## config.mk

```make
export PLATFORM = sky130hd
export DESIGN_NAME = quadrature_detent_accel
export DESIGN_NICKNAME = d
export VERILOG_FILES = /design/src/design/qda_pkg.sv /design/src/design/qda_ctrl.sv /design/src/design/qda_dp.sv /design/src/design/quadrature_detent_accel.sv
export SDC_FILE = /design/constraint.sdc
export NUM_CORES = 1
export LEC_CHECK = 0
export ABC_AREA = 1
export BUFFER_PORTS_ARGS = -buffer_cell sky130_fd_sc_hd__buf_4
export CORE_UTILIZATION = 50
export CTS_BUF_LIST = sky130_fd_sc_hd__clkbuf_16
export DETAILED_ROUTE_END_ITERATION = 6
export MAX_ROUTING_LAYER = met4
export PLACE_DENSITY_LB_ADDON = 0.05
export SLEW_MARGIN = 15
export SYNTH_ARGS = -nofsm -noshare
export SYNTH_HDL_FRONTEND = slang
export SYNTH_SLANG_ARGS = --single-unit
```

## constraint.sdc

```tcl
create_clock -name aclk -period 8.6 [get_ports aclk]
set_input_delay 1.29 -clock aclk [delete_from_list [all_inputs] [get_ports aclk]]
set_output_delay 1.29 -clock aclk [all_outputs]
set_load 0.1 [all_outputs]
```

## src/design/qda_pkg.sv

```systemverilog
// Shared types, constants and codes for the quadrature detent quantizer.
package qda_pkg;

    // Field and datapath widths
    localparam int CW          = 16;               // counter bits in use
    localparam int RAW_W       = 16;               // raw_count field width
    localparam int TIME_W      = 32;               // now_ms field width
    localparam int DIV_W       = 8;                // counts_per_detent width
    localparam int MS_W        = 16;               // threshold register width
    localparam int MULT_W      = 4;                // multiplier register width
    localparam int ACC_W       = CW + 2;           // remainder plus delta
    localparam int PROD_W      = ACC_W + MULT_W + 1;
    localparam int STEPS_W     = 20;
    localparam int CNT_W       = $clog2(ACC_W);
    localparam int IN_TDATA_W  = 48;
    localparam int OUT_TDATA_W = 24;
    localparam int CFG_IDX_W   = 3;
    localparam int CFG_DATA_W  = 16;

    // Saturation bounds of the result
    localparam logic signed [PROD_W-1:0] STEPS_MAX = PROD_W'((2 ** (STEPS_W - 1)) - 1);
    localparam logic signed [PROD_W-1:0] STEPS_MIN = -PROD_W'(2 ** (STEPS_W - 1));

    // Register indexes
    localparam logic [CFG_IDX_W-1:0] REG_INVERT    = 3'd0;
    localparam logic [CFG_IDX_W-1:0] REG_CPD       = 3'd1;
    localparam logic [CFG_IDX_W-1:0] REG_FAST_MS   = 3'd2;
    localparam logic [CFG_IDX_W-1:0] REG_MED_MS    = 3'd3;
    localparam logic [CFG_IDX_W-1:0] REG_FAST_MULT = 3'd4;
    localparam logic [CFG_IDX_W-1:0] REG_MED_MULT  = 3'd5;
    localparam logic [CFG_IDX_W-1:0] REG_ACCEL_EN  = 3'd6;

    // Controller states
    typedef enum logic [2:0] {
        ST_IDLE,
        ST_PRIME,
        ST_PREP,
        ST_DIV,
        ST_ACCEL,
        ST_EMIT
    } state_t;

    // Configuration register file contents
    typedef struct packed {
        logic              invert;
        logic [DIV_W-1:0]  cpd;
        logic [MS_W-1:0]   fast_ms;
        logic [MS_W-1:0]   med_ms;
        logic [MULT_W-1:0] fast_mult;
        logic [MULT_W-1:0] med_mult;
        logic              accel_en;
    } cfg_t;

    // Controller to datapath commands
    typedef struct packed {
        logic capture;
        logic prime;
        logic prep;
        logic div_step;
        logic accel;
        logic emit;
    } cmd_t;

    // Datapath to controller status
    typedef struct packed {
        logic primed;
        logic div_last;
        logic out_free;
    } status_t;

endpackage

```

## src/design/qda_ctrl.sv

```systemverilog
// Sequencing state machine for the detent quantizer.
module qda_ctrl (
    input  logic             aclk,
    input  logic             aresetn,
    input  logic             s_tvalid,
    output logic             s_tready,
    input  qda_pkg::status_t status,
    output qda_pkg::cmd_t    cmd
);

    qda_pkg::state_t state_reg, state_next;

    // State register
    always_ff @(posedge aclk) begin
        if (!aresetn) begin
            state_reg <= qda_pkg::ST_IDLE;
        end else begin
            state_reg <= state_next;
        end
    end

    // Next state
    always_comb begin
        state_next = state_reg;
        case (state_reg)
            qda_pkg::ST_IDLE: begin
                if (s_tvalid) begin
                    state_next = status.primed ? qda_pkg::ST_PREP : qda_pkg::ST_PRIME;
                end
            end
            qda_pkg::ST_PRIME: state_next = qda_pkg::ST_EMIT;
            qda_pkg::ST_PREP:  state_next = qda_pkg::ST_DIV;
            qda_pkg::ST_DIV: begin
                if (status.div_last) begin
                    state_next = qda_pkg::ST_ACCEL;
                end
            end
            qda_pkg::ST_ACCEL: state_next = qda_pkg::ST_EMIT;
            qda_pkg::ST_EMIT: begin
                if (status.out_free) begin
                    state_next = qda_pkg::ST_IDLE;
                end
            end
            default: state_next = qda_pkg::ST_IDLE;
        endcase
    end

    // Outputs
    always_comb begin
        s_tready     = 1'b0;
        cmd          = '0;
        case (state_reg)
            qda_pkg::ST_IDLE: begin
                s_tready    = 1'b1;
                cmd.capture = s_tvalid;
            end
            qda_pkg::ST_PRIME: cmd.prime    = 1'b1;
            qda_pkg::ST_PREP:  cmd.prep     = 1'b1;
            qda_pkg::ST_DIV:   cmd.div_step = 1'b1;
            qda_pkg::ST_ACCEL: cmd.accel    = 1'b1;
            qda_pkg::ST_EMIT:  cmd.emit     = status.out_free;
            default: cmd = '0;
        endcase
    end

    // A result is only loaded into a free output slot.
    a_emit_free: assert property (@(posedge aclk) disable iff (!aresetn)
        cmd.emit |-> status.out_free)
        else $error("emit while output slot busy");

    // A new request is only taken once the previous one has been handed on.
    a_capture_after_emit: assert property (@(posedge aclk) disable iff (!aresetn)
        (state_reg == qda_pkg::ST_EMIT && !status.out_free) |=> !cmd.capture)
        else $error("request taken before result was delivered");

endmodule

```

## src/design/qda_dp.sv

```systemverilog
// Datapath: delta, iterative divider, acceleration multiply and output register.
module qda_dp (
    input  logic                                aclk,
    input  logic                                aresetn,
    input  qda_pkg::cfg_t                       cfg,
    input  qda_pkg::cmd_t                       cmd,
    output qda_pkg::status_t                    status,
    input  logic [qda_pkg::RAW_W-1:0]           in_raw,
    input  logic [qda_pkg::TIME_W-1:0]          in_now,
    output logic                                out_valid,
    input  logic                                out_ready,
    output logic signed [qda_pkg::STEPS_W-1:0]  out_steps
);

    // Captured request
    logic [qda_pkg::RAW_W-1:0]         raw_reg;
    logic [qda_pkg::TIME_W-1:0]        now_reg;
    // Persistent state
    logic [qda_pkg::CW-1:0]            baseline_reg;
    logic signed [qda_pkg::ACC_W-1:0]  remainder_reg;
    logic [qda_pkg::TIME_W-1:0]        last_time_reg;
    logic                              primed_reg;
    // Divider
    logic [qda_pkg::ACC_W-1:0]         quot_reg;
    logic [qda_pkg::DIV_W:0]           div_rem_reg;
    logic [qda_pkg::CNT_W-1:0]         cnt_reg;
    logic                              neg_reg;
    // Result
    logic signed [qda_pkg::PROD_W-1:0] prod_reg;
    logic                              out_valid_reg;
    logic signed [qda_pkg::STEPS_W-1:0] out_steps_reg;

    logic [qda_pkg::DIV_W-1:0]         divisor;
    logic [qda_pkg::CW-1:0]            delta;
    logic signed [qda_pkg::ACC_W-1:0]  delta_ext;
    logic signed [qda_pkg::ACC_W-1:0]  delta_dir;
    logic signed [qda_pkg::ACC_W-1:0]  acc;
    logic [qda_pkg::ACC_W-1:0]         acc_mag;
    logic [qda_pkg::DIV_W:0]           trial;
    logic                              trial_ge;
    logic signed [qda_pkg::ACC_W-1:0]  detents;
    logic signed [qda_pkg::ACC_W-1:0]  rem_signed;
    logic [qda_pkg::TIME_W-1:0]        dt;
    logic                              do_accel;
    logic [qda_pkg::MULT_W-1:0]        mult_sel;
    logic signed [qda_pkg::MULT_W:0]   mult_s;
    logic signed [qda_pkg::PROD_W-1:0] prod;
    logic signed [qda_pkg::STEPS_W-1:0] sat_steps;
    logic                              out_free;

    // Divisor of zero acts as one
    assign divisor = (cfg.cpd == '0) ? qda_pkg::DIV_W'(1) : cfg.cpd;

    // Wrapped counter delta, direction and accumulation
    always_comb begin
        delta     = raw_reg[qda_pkg::CW-1:0] - baseline_reg;
        delta_ext = qda_pkg::ACC_W'($signed(delta));
        delta_dir = cfg.invert ? -delta_ext : delta_ext;
        acc       = remainder_reg + delta_dir;
        acc_mag   = acc[qda_pkg::ACC_W-1] ? qda_pkg::ACC_W'(-acc) : qda_pkg::ACC_W'(acc);
    end

    // One restoring division step
    always_comb begin
        trial    = {div_rem_reg[qda_pkg::DIV_W-1:0], quot_reg[qda_pkg::ACC_W-1]};
        trial_ge = (trial >= {1'b0, divisor});
    end

    // Signed quotient and remainder, acceleration select
    always_comb begin
        detents    = neg_reg ? -$signed(quot_reg) : $signed(quot_reg);
        rem_signed = qda_pkg::ACC_W'($signed({1'b0, div_rem_reg[qda_pkg::DIV_W-1:0]}));
        if (neg_reg) begin
            rem_signed = -rem_signed;
        end
        dt       = now_reg - last_time_reg;
        do_accel = cfg.accel_en && (detents != '0);
        if (dt <= qda_pkg::TIME_W'(cfg.fast_ms)) begin
            mult_sel = cfg.fast_mult;
        end else if (dt <= qda_pkg::TIME_W'(cfg.med_ms)) begin
            mult_sel = cfg.med_mult;
        end else begin
            mult_sel = qda_pkg::MULT_W'(1);
        end
        mult_s = do_accel ? $signed({1'b0, mult_sel}) : (qda_pkg::MULT_W + 1)'(1);
        prod   = qda_pkg::PROD_W'(detents) * qda_pkg::PROD_W'(mult_s);
    end

    // Saturate to the result range
    always_comb begin
        if (prod_reg > qda_pkg::STEPS_MAX) begin
            sat_steps = qda_pkg::STEPS_MAX[qda_pkg::STEPS_W-1:0];
        end else if (prod_reg < qda_pkg::STEPS_MIN) begin
            sat_steps = qda_pkg::STEPS_MIN[qda_pkg::STEPS_W-1:0];
        end else begin
            sat_steps = prod_reg[qda_pkg::STEPS_W-1:0];
        end
    end

    assign out_free = !out_valid_reg || out_ready;

    // Control state: primed flag and output valid
    always_ff @(posedge aclk) begin
        if (!aresetn) begin
            primed_reg    <= 1'b0;
            out_valid_reg <= 1'b0;
        end else begin
            if (cmd.prime) begin
                primed_reg <= 1'b1;
            end
            if (cmd.emit) begin
                out_valid_reg <= 1'b1;
            end else if (out_ready) begin
                out_valid_reg <= 1'b0;
            end
        end
    end

    // Persistent state, cleared by reset
    always_ff @(posedge aclk) begin
        if (!aresetn) begin
            baseline_reg  <= '0;
            remainder_reg <= '0;
            last_time_reg <= '0;
        end else begin
            if (cmd.prime) begin
                baseline_reg  <= raw_reg[qda_pkg::CW-1:0];
                remainder_reg <= '0;
            end
            if (cmd.prep) begin
                baseline_reg <= raw_reg[qda_pkg::CW-1:0];
            end
            if (cmd.accel) begin
                remainder_reg <= rem_signed;
                if (do_accel) begin
                    last_time_reg <= now_reg;
                end
            end
        end
    end

    // Request capture, divider and result payload
    always_ff @(posedge aclk) begin
        if (cmd.capture) begin
            raw_reg <= in_raw;
            now_reg <= in_now;
        end
        if (cmd.prep) begin
            quot_reg    <= acc_mag;
            div_rem_reg <= '0;
            cnt_reg     <= '0;
            neg_reg     <= acc[qda_pkg::ACC_W-1];
        end
        if (cmd.div_step) begin
            quot_reg    <= {quot_reg[qda_pkg::ACC_W-2:0], trial_ge};
            div_rem_reg <= trial_ge ? (trial - {1'b0, divisor}) : trial;
            cnt_reg     <= cnt_reg + 1'b1;
        end
        if (cmd.prime) begin
            prod_reg <= '0;
        end
        if (cmd.accel) begin
            prod_reg <= prod;
        end
        if (cmd.emit) begin
            out_steps_reg <= sat_steps;
        end
    end

    assign status.primed   = primed_reg;
    assign status.div_last = (cnt_reg == qda_pkg::CNT_W'(qda_pkg::ACC_W - 1));
    assign status.out_free = out_free;
    assign out_valid       = out_valid_reg;
    assign out_steps       = out_steps_reg;

    // The partial remainder stays below the divisor after every step.
    a_div_rem_bound: assert property (@(posedge aclk) disable iff (!aresetn)
        cmd.div_step |=> (div_rem_reg < {1'b0, divisor}))
        else $error("divider partial remainder out of range");

    // The baseline capture marks the block primed.
    a_prime_sets_flag: assert property (@(posedge aclk) disable iff (!aresetn)
        cmd.prime |=> primed_reg)
        else $error("primed flag not set after baseline capture");

endmodule

```

## src/design/quadrature_detent_accel.sv

```systemverilog
// Top level: rotary encoder detent quantizer with time-based acceleration.
// Sequence: a primed request passes through a setup state, the bit-serial 18-step
// divider, a multiply state and an output load that waits for a free output slot;
// the first request after reset only takes the baseline and gives a zero result.
// A new request is taken only once the previous result has been loaded for output.
// Reset: synchronous active-low aresetn restores register defaults and unprimes.
module quadrature_detent_accel (
    input  logic                               aclk,
    input  logic                               aresetn,
    // tdata: raw_count[15:0], now_ms[47:16]
    input  logic                               s_tvalid,
    output logic                               s_tready,
    input  logic [qda_pkg::IN_TDATA_W-1:0]     s_tdata,
    // tdata: steps[19:0] (signed), zero fill [23:20]
    output logic                               m_tvalid,
    input  logic                               m_tready,
    output logic [qda_pkg::OUT_TDATA_W-1:0]    m_tdata,
    // Register write channel
    input  logic                               cfg_valid,
    output logic                               cfg_ready,
    input  logic [qda_pkg::CFG_IDX_W-1:0]      cfg_index,
    input  logic [qda_pkg::CFG_DATA_W-1:0]     cfg_data
);

    qda_pkg::cfg_t    cfg_reg;
    qda_pkg::cmd_t    cmd;
    qda_pkg::status_t status;
    logic signed [qda_pkg::STEPS_W-1:0] steps;

    assign cfg_ready = 1'b1;

    // Configuration register file
    always_ff @(posedge aclk) begin
        if (!aresetn) begin
            cfg_reg.invert    <= 1'b0;
            cfg_reg.cpd       <= qda_pkg::DIV_W'(4);
            cfg_reg.fast_ms   <= qda_pkg::MS_W'(30);
            cfg_reg.med_ms    <= qda_pkg::MS_W'(80);
            cfg_reg.fast_mult <= qda_pkg::MULT_W'(4);
            cfg_reg.med_mult  <= qda_pkg::MULT_W'(2);
            cfg_reg.accel_en  <= 1'b1;
        end else if (cfg_valid) begin
            case (cfg_index)
                qda_pkg::REG_INVERT:    cfg_reg.invert    <= cfg_data[0];
                qda_pkg::REG_CPD:       cfg_reg.cpd       <= cfg_data[qda_pkg::DIV_W-1:0];
                qda_pkg::REG_FAST_MS:   cfg_reg.fast_ms   <= cfg_data[qda_pkg::MS_W-1:0];
                qda_pkg::REG_MED_MS:    cfg_reg.med_ms    <= cfg_data[qda_pkg::MS_W-1:0];
                qda_pkg::REG_FAST_MULT: cfg_reg.fast_mult <= cfg_data[qda_pkg::MULT_W-1:0];
                qda_pkg::REG_MED_MULT:  cfg_reg.med_mult  <= cfg_data[qda_pkg::MULT_W-1:0];
                qda_pkg::REG_ACCEL_EN:  cfg_reg.accel_en  <= cfg_data[0];
                default: ;
            endcase
        end
    end

    qda_ctrl u_ctrl (
        .aclk     (aclk),
        .aresetn  (aresetn),
        .s_tvalid (s_tvalid),
        .s_tready (s_tready),
        .status   (status),
        .cmd      (cmd)
    );

    qda_dp u_dp (
        .aclk      (aclk),
        .aresetn   (aresetn),
        .cfg       (cfg_reg),
        .cmd       (cmd),
        .status    (status),
        .in_raw    (s_tdata[qda_pkg::RAW_W-1:0]),
        .in_now    (s_tdata[qda_pkg::RAW_W +: qda_pkg::TIME_W]),
        .out_valid (m_tvalid),
        .out_ready (m_tready),
        .out_steps (steps)
    );

    // Pack the result with zero fill up to a whole byte
    assign m_tdata = {{(qda_pkg::OUT_TDATA_W - qda_pkg::STEPS_W){1'b0}}, steps};

endmodule

```

; Word-level counts from Yosys, hierarchy flattened
; Index checks and enable logic that the tools add are counted.
[word_totals]
regBits = 244
in_bits = 72
output_inout_bits = 27
elab_cells = 108
[classes]
add_sub_neg = 9
n_mul = 1
order_cmp = 5
eq_ne = 15
mux = 36
n_reduce_logical = 21
[op_table]
columns = cell, count
row1 = 18-bit 2-to-1 mux, 8
row2 = 32-bit by 16-bit <= comparator with 1-bit output, 2
row3 = 23-bit 2-to-1 mux, 2
row4 = 18-bit negator, 2
row5 = 16-bit 2-to-1 mux, 2
row6 = 8-bit 2-to-1 mux, 4
row7 = 32-bit subtractor, 1
row8 = "23-bit by 20-bit > comparator with 1-bit output, second input constant", 1
row9 = "23-bit by 20-bit less-than comparator with 1-bit output, second input constant", 1
row10 = 18-bit by 5-bit multiplier with 23-bit output, 1
row11 = 20-bit 2-to-1 mux, 1
row12 = 18-bit adder, 1
row13 = 16-bit negator with 18-bit output, 1
row14 = 8-bit negator with 18-bit output, 1
row15 = 18-bit nonzero test, 1
row16 = 2-bit AND reduction, 8
row17 = 16-bit subtractor, 1
row18 = "3-bit == test, second input constant", 5
row19 = 3-bit one-hot mux with 5 select lines, 1
row20 = "3-bit by 2-bit == test with 1-bit output, second input constant", 4
row21 = 4-bit 2-to-1 mux, 3
row22 = 5-bit 2-to-1 mux, 2
row23 = 9-bit by 8-bit >= comparator with 1-bit output, 1
row24 = 1-bit 2-to-1 mux, 9
row25 = 16 further kinds, 24

; Longest topological paths before layout
; Gate-level depths: netlist of run 1.
[logic_depth]
ltp_word = 8
mapped_depth = 43
ltp_nobuf = 42

; Modules after synthesis
; Synthesis of run 1 repeated with hierarchy kept, for this count alone.
[hier_totals]
cells_unflattened = 2673
hier_area_um2 = 18934.4
[modules_own_cells]
columns = mod, instances, cells_each, area_per_inst_um2, seq_area_each_um2
row1 = qda_dp, 1, 2326, 16607.2, 4994.8
row2 = quadrature_detent_accel, 1, 302, 2075.7, 1001.0
row3 = qda_ctrl, 1, 45, 251.5, 60.1

; Worst setup path after synthesis of run 1
; No wires, ideal clock.
[synth_path]
path_kind = register -> register
from = reg u_dp.now_reg[0] (netlist name)
to = reg u_dp.prod_reg[20] (netlist name), data pin
setup_ns = 0.259
arrival_ns = 6.204
required_ns = 8.341
path_slack_ns = 2.137
path_stages_with_launch = 43
path_buffers = 1
period_less_slack_ns = 6.463
cell_sequence = edfxtp_1 > inv_1 > ha_1 > fa_1 > inv_1 > nand3_1 > nand3_1 > nand2_1 > nand2_1 > nand2_1 > nand2_1 > xor2_1 > ha_1 > nand4_1 > a21oi_1 > nor3_1 > nand3_1 > nand2_1 > [7 not listed] > ha_1 > fa_1 > inv_1 > fa_1 > inv_1 > ha_1 > a21oi_1 > nor2_1 > a211oi_1 > o21ai_0 > a21boi_0 > inv_1 > a21oi_1 > o21ai_0 > nand3_1 > nand2_1 > o21ai_0 > a21oi_1
[synth_via]
elab_chain_cells = 7
word_cells_on_any_way = 8
cone_classes = add/sub: 1 / mul: 1 / order compare: 2 / mux: 4
[synth_lines]
columns = element, line_no
row1 = start: declaration, qda_dp.sv:17  ; logic [qda_pkg::TIME_W-1:0] now_reg;
row2 = start signal: assignment, qda_dp.sv:146  ; now_reg <= in_now;
row3 = 32-bit subtractor (*), qda_dp.sv:76  ; dt = now_reg - last_time_reg;
row4 = 32-bit by 16-bit <= comparator with 1-bit output, qda_dp.sv:80  ; end else if (dt <= qda_pkg::TIME_W'(cfg.med_ms)) begin
row5 = 4-bit 2-to-1 mux, qda_dp.sv:80
row6 = 4-bit 2-to-1 mux (*), qda_dp.sv:78  ; if (dt <= qda_pkg::TIME_W'(cfg.fast_ms)) begin
row7 = 4-bit 2-to-1 mux (*), qda_dp.sv:85  ; mult_s = do_accel ? $signed({1'b0, mult_sel}) : (qda_pkg::MULT_W + 1)'(1);
row8 = 18-bit by 5-bit multiplier with 23-bit output (*), qda_dp.sv:86  ; prod = qda_pkg::PROD_W'(detents) * qda_pkg::PROD_W'(mult_s);
row9 = 23-bit 2-to-1 mux (*), qda_dp.sv:162  ; if (cmd.accel) begin
row10 = end signal: assignment, qda_dp.sv:163  ; prod_reg <= prod;
row11 = end: declaration, qda_dp.sv:29  ; logic signed [qda_pkg::PROD_W-1:0] prod_reg;
; Every way passes the cells marked *; elsewhere a longest branch is shown, timed or not.
; A chain may end at the register's enable or synchronous reset.

; Final worst setup path of run 1
; Same ends and word-level chain as after synthesis.

==> results_dict.tcl, run 1 <==
set metrics [dict create \
    holdCritStartpoint "u_dp.last_time_reg[18]" \
    clock_latency_ns 0.57 \
    postCtsSetupBuffers 0 \
    maxCapViolCount 0 \
    final.setup_skew_ns 0.0202 \
    hold_depth 2 \
    synth.distinct_cells 52 \
    rr_endpoint "u_dp.prod_reg[20]" \
    crit_family "adder cells" \
    fp-row-count 69 \
    grt.total_usage_pct 24.8 \
    clock_sinks 241 \
    vias 15949 \
    cts_root_buf "clkbuf_16" \
    routed-wl-met3_um 2010 \
    layout-drive-gt1-share_pct 7.56 \
    synthTopCellsByArea "edfxtp_1 (20%), dfxtp_1 (13%), nand2_1 (12%)" \
    route.detailed.wl_per_inst_um 14.6 \
    drc 0 \
    finalMaxSlewViolations 0 \
    cts.clk_slew.worst_paths_ns 0.06 \
    critPathCaptureType "flip-flop" \
    synth.cell_area_um2 18400 \
    synth_edf_count 123 \
    power_switching_mw 3.59 \
    setup_violations 0 \
    die_w_um 194 \
    fmax_mhz 137 \
    grt_max_degree 63 \
    worst_path_max_delay_cell "fa_1" \
    antenna_found_initial 3 \
    ant_nets 0 \
    pin_count 99 \
    start_kind "flip-flop" \
    crit_arrival_ns 7.59 \
    post_cts_resized 0 \
    critical_path_class "reg -> reg" \
    power.share.clock_pct 16.4 \
    syn_inst 2521 \
    fin_crit_ns 7.28 \
    peakVddDrop_uv 213 \
    synth_top_cell_by_area "edfxtp_1" \
    cp_common_cell "nand2_1" \
    drt-initial-drc-count 973 \
    ff_latch_area_um2 6060 \
    syn_area_per_cell_um2 7.28 \
    start_util_pct 51.2 \
    worst-path-stages 37 \
    grt_overflow 0 \
    cts_tree "done" \
    ff2ff_path_depth 37 \
    fin_crit_sh_pct 84.7 \
    die_h_um 194 \
    cts_hold_buf 0 \
    synth_warnings 0 \
    status "finished clean" \
    intPower_mw 3.76 \
    timing.setup.tns_ns 0 \
    power_density_nw_per_um2 361 \
    largest_reg_flops 50 \
    met1_length_um 21000 \
    leakagePower_nw 9.78 \
    dpl-instance-area_um2 19400 \
    numCtsBuffers 28 \
    critPathBufInv 5 \
    power_frac_seq_pct 24.2 \
    crit_path_start "u_dp.now_reg[0]" \
    ys_async_sr_fraction_pct 0 \
    syn_to_final_growth_pct 10.9 \
    dpl.hpwl_um 36100 \
    drt-pass1-iter-count 6 \
    min_to "u_dp.last_time_reg[18]" \
    synthFlopType "edfxtp_1" \
    routabilityCongestion 0.921 \
    rsz0062_at_grt "no" \
    met2_wirelength_um 21100 \
    synth-seq-cells 241 \
    max_stage_delay_ns 0.54 \
    yosysMostFrequentCell "nand2_1" \
    fin_cells 3082 \
    core-area_um2 35800 \
    nets 2863 \
    reg2reg_from "u_dp.now_reg[0]" \
    worst_pin_slew_ns 0.784 \
    worst_hold_slack_ns 0.458 \
    p_comb_share_pct 59.4 \
    die-area_um2 37500 \
    topRoutingLayerUsed "met4" \
    worst_hold_path_type "reg -> reg" \
    synth.top_cells.by_count "nand2_1 (599), inv_1 (421), a21oi_1 (224)" \
    relSlewSlack_pct 47.4 \
    cp.required_ns 8.91 \
    nFillCells 3461 \
    finalHoldViolCount 0 \
    multi_input_area_um2 10400 \
    grt_first_pass_wirelength_um 73700 \
    clock_path_buffers 3 \
    io_buffers 93 \
    design_area_um2 20400 \
    htreeDepth 1 \
    post-place-cells 3027 \
    crit_path_max_fanout 18 \
    viasPerCell 5.17 \
    r2r_slack_ns 1.32 \
    yosysSeqAreaShare_pct 33.0 \
    grt_pass1_vias 15246 \
    yosysTopAreaCellShare_pct 20.1 \
    drt_wl_total_um 45100 \
    p_sw_share_pct 48.9 \
]
==> cell families after synthesis <==
family / share of synthesized area (%)
xor+xnor: 3.76
compound gates: 12.6
simple gates: 25.2
fa+ha+maj: 15.0
buf+inv: 10.4
flops: 33.0
other cells: 0.0409
==> cell usage in the layout, fill, tap and decap left out, types with 3 or more instances in the layout <==
| cell type | instances |
|---|---|
| nand2_2 | 12 |
| a211oi_1 | 3 |
| a21boi_0 | 6 |
| a21oi_1 | 224 |
| nor4_1 | 4 |
| dfxtp_1 | 118 |
| clkbuf_16 | 29 |
| a31oi_1 | 3 |
| nor2_4 | 3 |
| nand3_2 | 3 |
| and2_1 | 3 |
| o21ai_0 | 150 |
| o21ai_1 | 3 |
| nor2_2 | 17 |
| fa_1 | 41 |
| inv_2 | 6 |
| buf_4 | 99 |
| nor2_1 | 215 |
| bufinv_16 | 4 |
| conb_1 | 5 |
| clkinv_1 | 8 |
| or2_2 | 3 |
| o211ai_1 | 9 |
| nand3b_1 | 12 |
| xor2_1 | 58 |
| nor3_2 | 6 |
| nor3_1 | 23 |
| xnor2_1 | 19 |
| nand3_1 | 146 |
| diode_2 | 3 |
| nand2_1 | 598 |
| edfxtp_1 | 123 |
| o21ai_2 | 4 |
| ha_1 | 154 |
| inv_1 | 429 |
| nand4_1 | 33 |
| nand2_4 | 5 |
| o21a_1 | 9 |
| o21bai_1 | 9 |
==> tightest hold or removal path, cell delays in order, from the launching register on <==
cell and delay (ns):
dfxtp_1 0.29, inv_1 0.06, a21oi_1 0.06
==> layer usage <==
layer,GRT usage (%),up-vias
met5,-,-
met3,3.77,65
met2,41.0,299
met4,6.07,0
li1,-,8327
met1,31.7,7258
==> power groups by stage <==
| stage | logic [mW] | registers, mW | clock network [mW] |
|---|---|---|---|
| 2_1_floorplan | 3.28 | 1.82 | 0 |
| 3_3_place_gp | 4.31 | 1.80 | 0 |
| 3_5_place_dp | 4.35 | 1.80 | 0 |
| 4_1_cts | 4.37 | 1.78 | 1.23 |
| 5_1_grt | 4.99 | 1.81 | 1.29 |
| 6_report | 4.37 | 1.78 | 1.21 |
==> through the flow <==
stage / power [mW] / setup WS (ns) / util, %
6_report: 7.35 / 1.32 / 56.8
5_1_grt: 8.09 / 0.571 / 56.8
4_1_cts: 7.38 / 1.37 / 56.8
3_5_place_dp: 6.15 / 1.39 / 54.2
3_3_place_gp: 6.10 / 1.56 / 54.2
2_1_floorplan: 5.10 / 2.14 / -
==> area by class of cell <==
| class | instances | share of cell area, % |
|---|---|---|
| tap | 461 | 2.83 |
| clock inverter | 23 | 1.03 |
| clock buffer | 29 | 3.57 |
| inverter | 429 | 7.91 |
| multi-input combinational | 1797 | 51.2 |
| timing repair buffer | 99 | 3.65 |
| sequential | 241 | 29.8 |
| antenna | 3 | 0.0369 |
==> how the worst max path moves through the flow <==
stage	to	slack (ns)
after floorplan	u_dp.prod_reg[20]	2.14
after global placement	u_dp.prod_reg[20]	1.56
after detailed placement	u_dp.prod_reg[20]	1.39
after CTS	u_dp.prod_reg[20]	1.37
after global routing	u_dp.prod_reg[20]	0.57
final	u_dp.prod_reg[20]	1.32
No activity file was read; power rests on OpenSTA's default activity.
==> run 2, diff against run 1 <==
Clock period 8.6 ns to 7.4 ns, I/O delays scaled along.
==> results_dict.tcl, run 2 (synthesized netlist as in run 1, its figures left out) <==
set metrics [dict create \
    status "finished clean" \
    fp-row-count 69 \
    crit_path_max_fanout 10 \
    max_stage_delay_ns 0.51 \
    cts.clk_slew.worst_paths_ns 0.06 \
    clock_path_buffers 3 \
    nFillCells 3486 \
    r2r_slack_ns 0.60 \
    cts_tree "done" \
    cp.required_ns 7.70 \
    grt_overflow 0 \
    relSlewSlack_pct 47.1 \
    largest_reg_flops 50 \
    numCtsBuffers 28 \
    cts_root_buf "clkbuf_16" \
    power_density_nw_per_um2 421 \
    rr_endpoint "u_dp.prod_reg[22]" \
    drt-pass1-iter-count 5 \
    clock_sinks 241 \
    clock_latency_ns 0.57 \
    worst_pin_slew_ns 0.791 \
    crit_path_start "u_dp.now_reg[6]" \
    cts_hold_buf 0 \
    grt_first_pass_wirelength_um 74500 \
    drt-initial-drc-count 819 \
    htreeDepth 1 \
    start_kind "flip-flop" \
    nets 2869 \
    fin_crit_sh_pct 91.9 \
    routabilityCongestion 0.921 \
    die_w_um 194 \
    grt_pass1_vias 15349 \
    ant_nets 0 \
    multi_input_area_um2 10500 \
    fin_crit_ns 6.80 \
    reg2reg_from "u_dp.now_reg[6]" \
    drc 0 \
    antenna_found_initial 4 \
    ff2ff_path_depth 35 \
    syn_to_final_growth_pct 11.6 \
    dpl-instance-area_um2 19400 \
    final_cell_mix "nand2_1 (598), inv_1 (425), a21oi_1 (222)" \
    worst_hold_slack_ns 0.455 \
    final_common_cell "nand2_1" \
    vias 16043 \
    io_buffers 93 \
    start_util_pct 51.2 \
    grt_max_degree 63 \
    die_h_um 194 \
    peakVddDrop_uv 279 \
    grt.total_usage_pct 24.8 \
    leakagePower_nw 9.81 \
    dpl.hpwl_um 36000 \
    critical_path_class "reg -> reg" \
    crit_arrival_ns 7.10 \
    finalMaxSlewViolations 0 \
    design_area_um2 20500 \
    drt_wl_total_um 45100 \
    fmax_mhz 147 \
    finalHoldViolCount 0 \
    core-area_um2 35800 \
    worst_hold_path_type "reg -> reg" \
    final.setup_skew_ns 0.0179 \
    hold_depth 2 \
    fin_cells 3089 \
    holdCritStartpoint "u_dp.last_time_reg[26]" \
    pin_count 99 \
    setup_violations 0 \
    cp_common_cell "inv_1" \
    layout-drive-gt1-share_pct 8.31 \
    min_to "u_dp.last_time_reg[26]" \
    maxCapViolCount 0 \
    die-area_um2 37500 \
    ff_latch_area_um2 6060 \
    route.detailed.wl_per_inst_um 14.6 \
    worst_path_max_delay_cell "fa_1" \
    critPathCaptureType "flip-flop" \
    post-place-cells 3028 \
    viasPerCell 5.19 \
]
-- run 2: cell count changes in the layout (fill, tap and decap cells not counted), moves of 2 or more --
cell / change
buf_4: +6
inv_1: -4
ha_1: -3
ha_2: +3
xor2_1: -3
xor2_2: +3
a21oi_1: -2
a21oi_2: +2
clkinv_1: +2
o21ai_0: -2
o21ai_1: +2
-- run 2: area by class of cell --
class	instances	area share [%]
timing repair buffer	105	3.85
antenna	4	0.0488
tap	461	2.81
multi-input combinational	1797	51.2
inverter	429	7.86
clock buffer	29	3.54
sequential	241	29.6
clock inverter	23	1.18
-- run 2: routing by layer --
| metal | GRT usage, % | wire, um |
|---|---|---|
| met1 | 32.0 | 21300 |
| met2 | 41.7 | 21100 |
| met3 | 3.23 | 1910 |
| met4 | 5.07 | 747 |
| met5 | - | 0 |
-- run 2: power by group --
part | internal (mW) | total, mW | switching (mW)
sequential | 1.89 | 2.06 | 0.163
combinational | 1.65 | 5.12 | 3.48
clock | 0.881 | 1.45 | 0.565
-- run 2: metrics by stage --
stage / util, % / setup slack (ns) / setup TNS, ns / power [mW]
floorplan: - / 0.937 / 0 / 5.93
finish: 57.2 / 0.602 / 0 / 8.62
global route: 57.2 / -0.0454 / -0.0454 / 9.51
CTS: 56.9 / 0.109 / 0 / 8.64
global placement: 54.2 / 0.361 / 0 / 7.09
detailed placement: 54.2 / 0.133 / 0 / 7.16
-- run 2: timing repair --
item	4_1_cts	5_1_grt
endpoints found under the setup margin	0	6
setup buffers	0	5
resized for setup	0	15
endpoints found under the hold margin	0	0
-- run 2: critical path: cells and delay by family (launching register included) --
| kind | cells | cell delay, ns |
|---|---|---|
| simple gates | 17 | 2.43 |
| fa+ha+maj | 6 | 2.30 |
| buf+inv | 6 | 0.52 |
| xor+xnor | 2 | 0.46 |
| compound gates | 4 | 0.41 |
| flops | 1 | 0.40 |
-- run 2: how the worst max path moves through the flow --
stage	to	slack [ns]	depth (start not counted)
after floorplan	u_dp.prod_reg[20]	0.94	42
after global placement	u_dp.prod_reg[20]	0.36	41
after detailed placement	u_dp.prod_reg[20]	0.13	41
after CTS	u_dp.prod_reg[20]	0.11	41
after global routing	u_dp.prod_reg[20]	-0.05	41
final	u_dp.prod_reg[22]	0.60	35
==> run 3, diff against run 2 <==
Settings changed: PLACE_DENSITY set to 0.69, PLACE_DENSITY_LB_ADDON 0.05 to unset.
==> results_dict.tcl, run 3 (synthesized netlist as in run 1, its figures left out) <==
set metrics [dict create \
    clock_path_buffers 3 \
    clock_sinks 241 \
    crit_path_max_fanout 8 \
    cts_hold_buf 0 \
    critPathCaptureType "flip-flop" \
    drt-pass1-iter-count 5 \
    worst_hold_path_type "reg -> reg" \
    layout-drive-gt1-share_pct 8.23 \
    grt.total_usage_pct 24.2 \
    finalHoldViolCount 0 \
    route.detailed.wl_per_inst_um 14.3 \
    drc 0 \
    numCtsBuffers 27 \
    relSlewSlack_pct 25.8 \
    finalMaxSlewViolations 0 \
    dpl.hpwl_um 35000 \
    fp-row-count 69 \
    cp.required_ns 7.71 \
    core-area_um2 35800 \
    drt-initial-drc-count 847 \
    routabilityCongestion 0.951 \
    critPathBufInv 6 \
    status "finished clean" \
    syn_to_final_growth_pct 11.2 \
    grt_pass1_vias 15424 \
    cp_common_cell "inv_1" \
    start_util_pct 51.2 \
    cts_root_buf "clkbuf_16" \
    grt_first_pass_wirelength_um 73000 \
    crit_family "adder cells" \
    io_buffers 93 \
    worst_pin_slew_ns 1.11 \
    grt_max_degree 95 \
    fin_crit_sh_pct 93.7 \
    fin_crit_ns 6.94 \
    setup_violations 0 \
    final_cell_mix "nand2_1 (598), inv_1 (425), a21oi_1 (221)" \
    die_w_um 194 \
    pin_count 99 \
    worst_path_max_delay_cell "fa_1" \
    leakagePower_nw 9.78 \
    met1_length_um 20600 \
    critical_path_class "reg -> reg" \
    ant_nets 0 \
    vias 16166 \
    htreeDepth 1 \
    n_antenna_cell 0 \
    cts.clk_slew.worst_paths_ns 0.07 \
    clock_latency_ns 0.56 \
    fmax_mhz 144 \
    met2_wirelength_um 21000 \
    viasPerCell 5.24 \
    start_kind "flip-flop" \
    crit_arrival_ns 7.25 \
    largest_reg_flops 50 \
    power_density_nw_per_um2 415 \
    r2r_slack_ns 0.46 \
    final_util_pct 57.0 \
    max_stage_delay_ns 0.54 \
    peakVddDrop_uv 270 \
    die-area_um2 37500 \
    final.setup_skew_ns 0.0272 \
    die_h_um 194 \
    timing.setup.tns_ns 0 \
    nets 2871 \
    routed-wl-met3_um 1500 \
    drt_wl_total_um 44300 \
    worst_hold_slack_ns 0.459 \
    nFillCells 3361 \
    final_common_cell "nand2_1" \
    grt_overflow 0 \
    cts_tree "done" \
    topRoutingLayerUsed "met4" \
    maxCapViolCount 0 \
    antenna_found_initial 0 \
]
[run 3: cell types whose count changed in the layout (fill, tap and decap cells not counted), moves of 2 or more]
cell,change
buf_4,+2
bufinv_16,-2
clkbuf_16,-2
clkinvlp_4,-2
diode_2,-4
ha_1,+3
ha_2,-3
inv_6,+2
[run 3: power by group]
group | switching, mW | total (mW) | internal [mW] | leakage [nW]
logic | 3.43 | 5.09 | 1.66 | 7.23
registers | 0.159 | 2.05 | 1.89 | 2.12
clock network | 0.556 | 1.33 | 0.772 | 0.437
total | 4.15 | 8.47 | 4.32 | 9.78
[run 3: final cells by class]
class	instances	area, um^2	area share [%]
clock inverter	23	204	0.999
multi-input combinational	1798	10500	51.4
sequential	241	6060	29.7
clock buffer	27	676	3.31
inverter	429	1610	7.89
tap	461	577	2.83
timing repair buffer	107	803	3.94
[run 3: layer usage]
metal  track usage, %  vias to the layer above
met1             30.7                     7488
met2             40.8                      276
met4             6.93                        0
met3             2.34                       68
met5                -                        -
li1                 -                     8334
[run 3: tightest hold or removal path, stage by stage (launching register included)]
cell and delay, ns:
dfxtp_1 0.29, inv_1 0.06, a21oi_1 0.06
[run 3: per-stage QoR]
| step | std cells | power [mW] | setup WS (ns) | instance area (um^2) |
|---|---|---|---|---|
| 2_1_floorplan | 2524 | 5.93 | 0.937 | 18400 |
| 6_report | 3086 | 8.47 | 0.463 | 20400 |
| 5_1_grt | 3086 | 9.31 | -0.0161 | 20400 |
| 3_5_place_dp | 3027 | 7.11 | 0.187 | 19400 |
| 4_1_cts | 3077 | 8.47 | 0.167 | 20300 |
| 3_3_place_gp | 3027 | 6.99 | 0.357 | 19400 |
[run 3: what timing repair did]
action | 4_1_cts | 5_1_grt
buffers inserted | 0 | 8
endpoints found under the setup margin | 0 | 9
gates resized for setup | 0 | 14
[run 3: worst paths after layout]
path                            end                   start  cells after the start
max reg2reg       u_dp.prod_reg[20]         u_dp.now_reg[0]                     39
max               u_dp.prod_reg[20]         u_dp.now_reg[0]                     39
min reg2reg  u_dp.last_time_reg[28]  u_dp.last_time_reg[28]                      2
min          u_dp.last_time_reg[28]  u_dp.last_time_reg[28]                      2
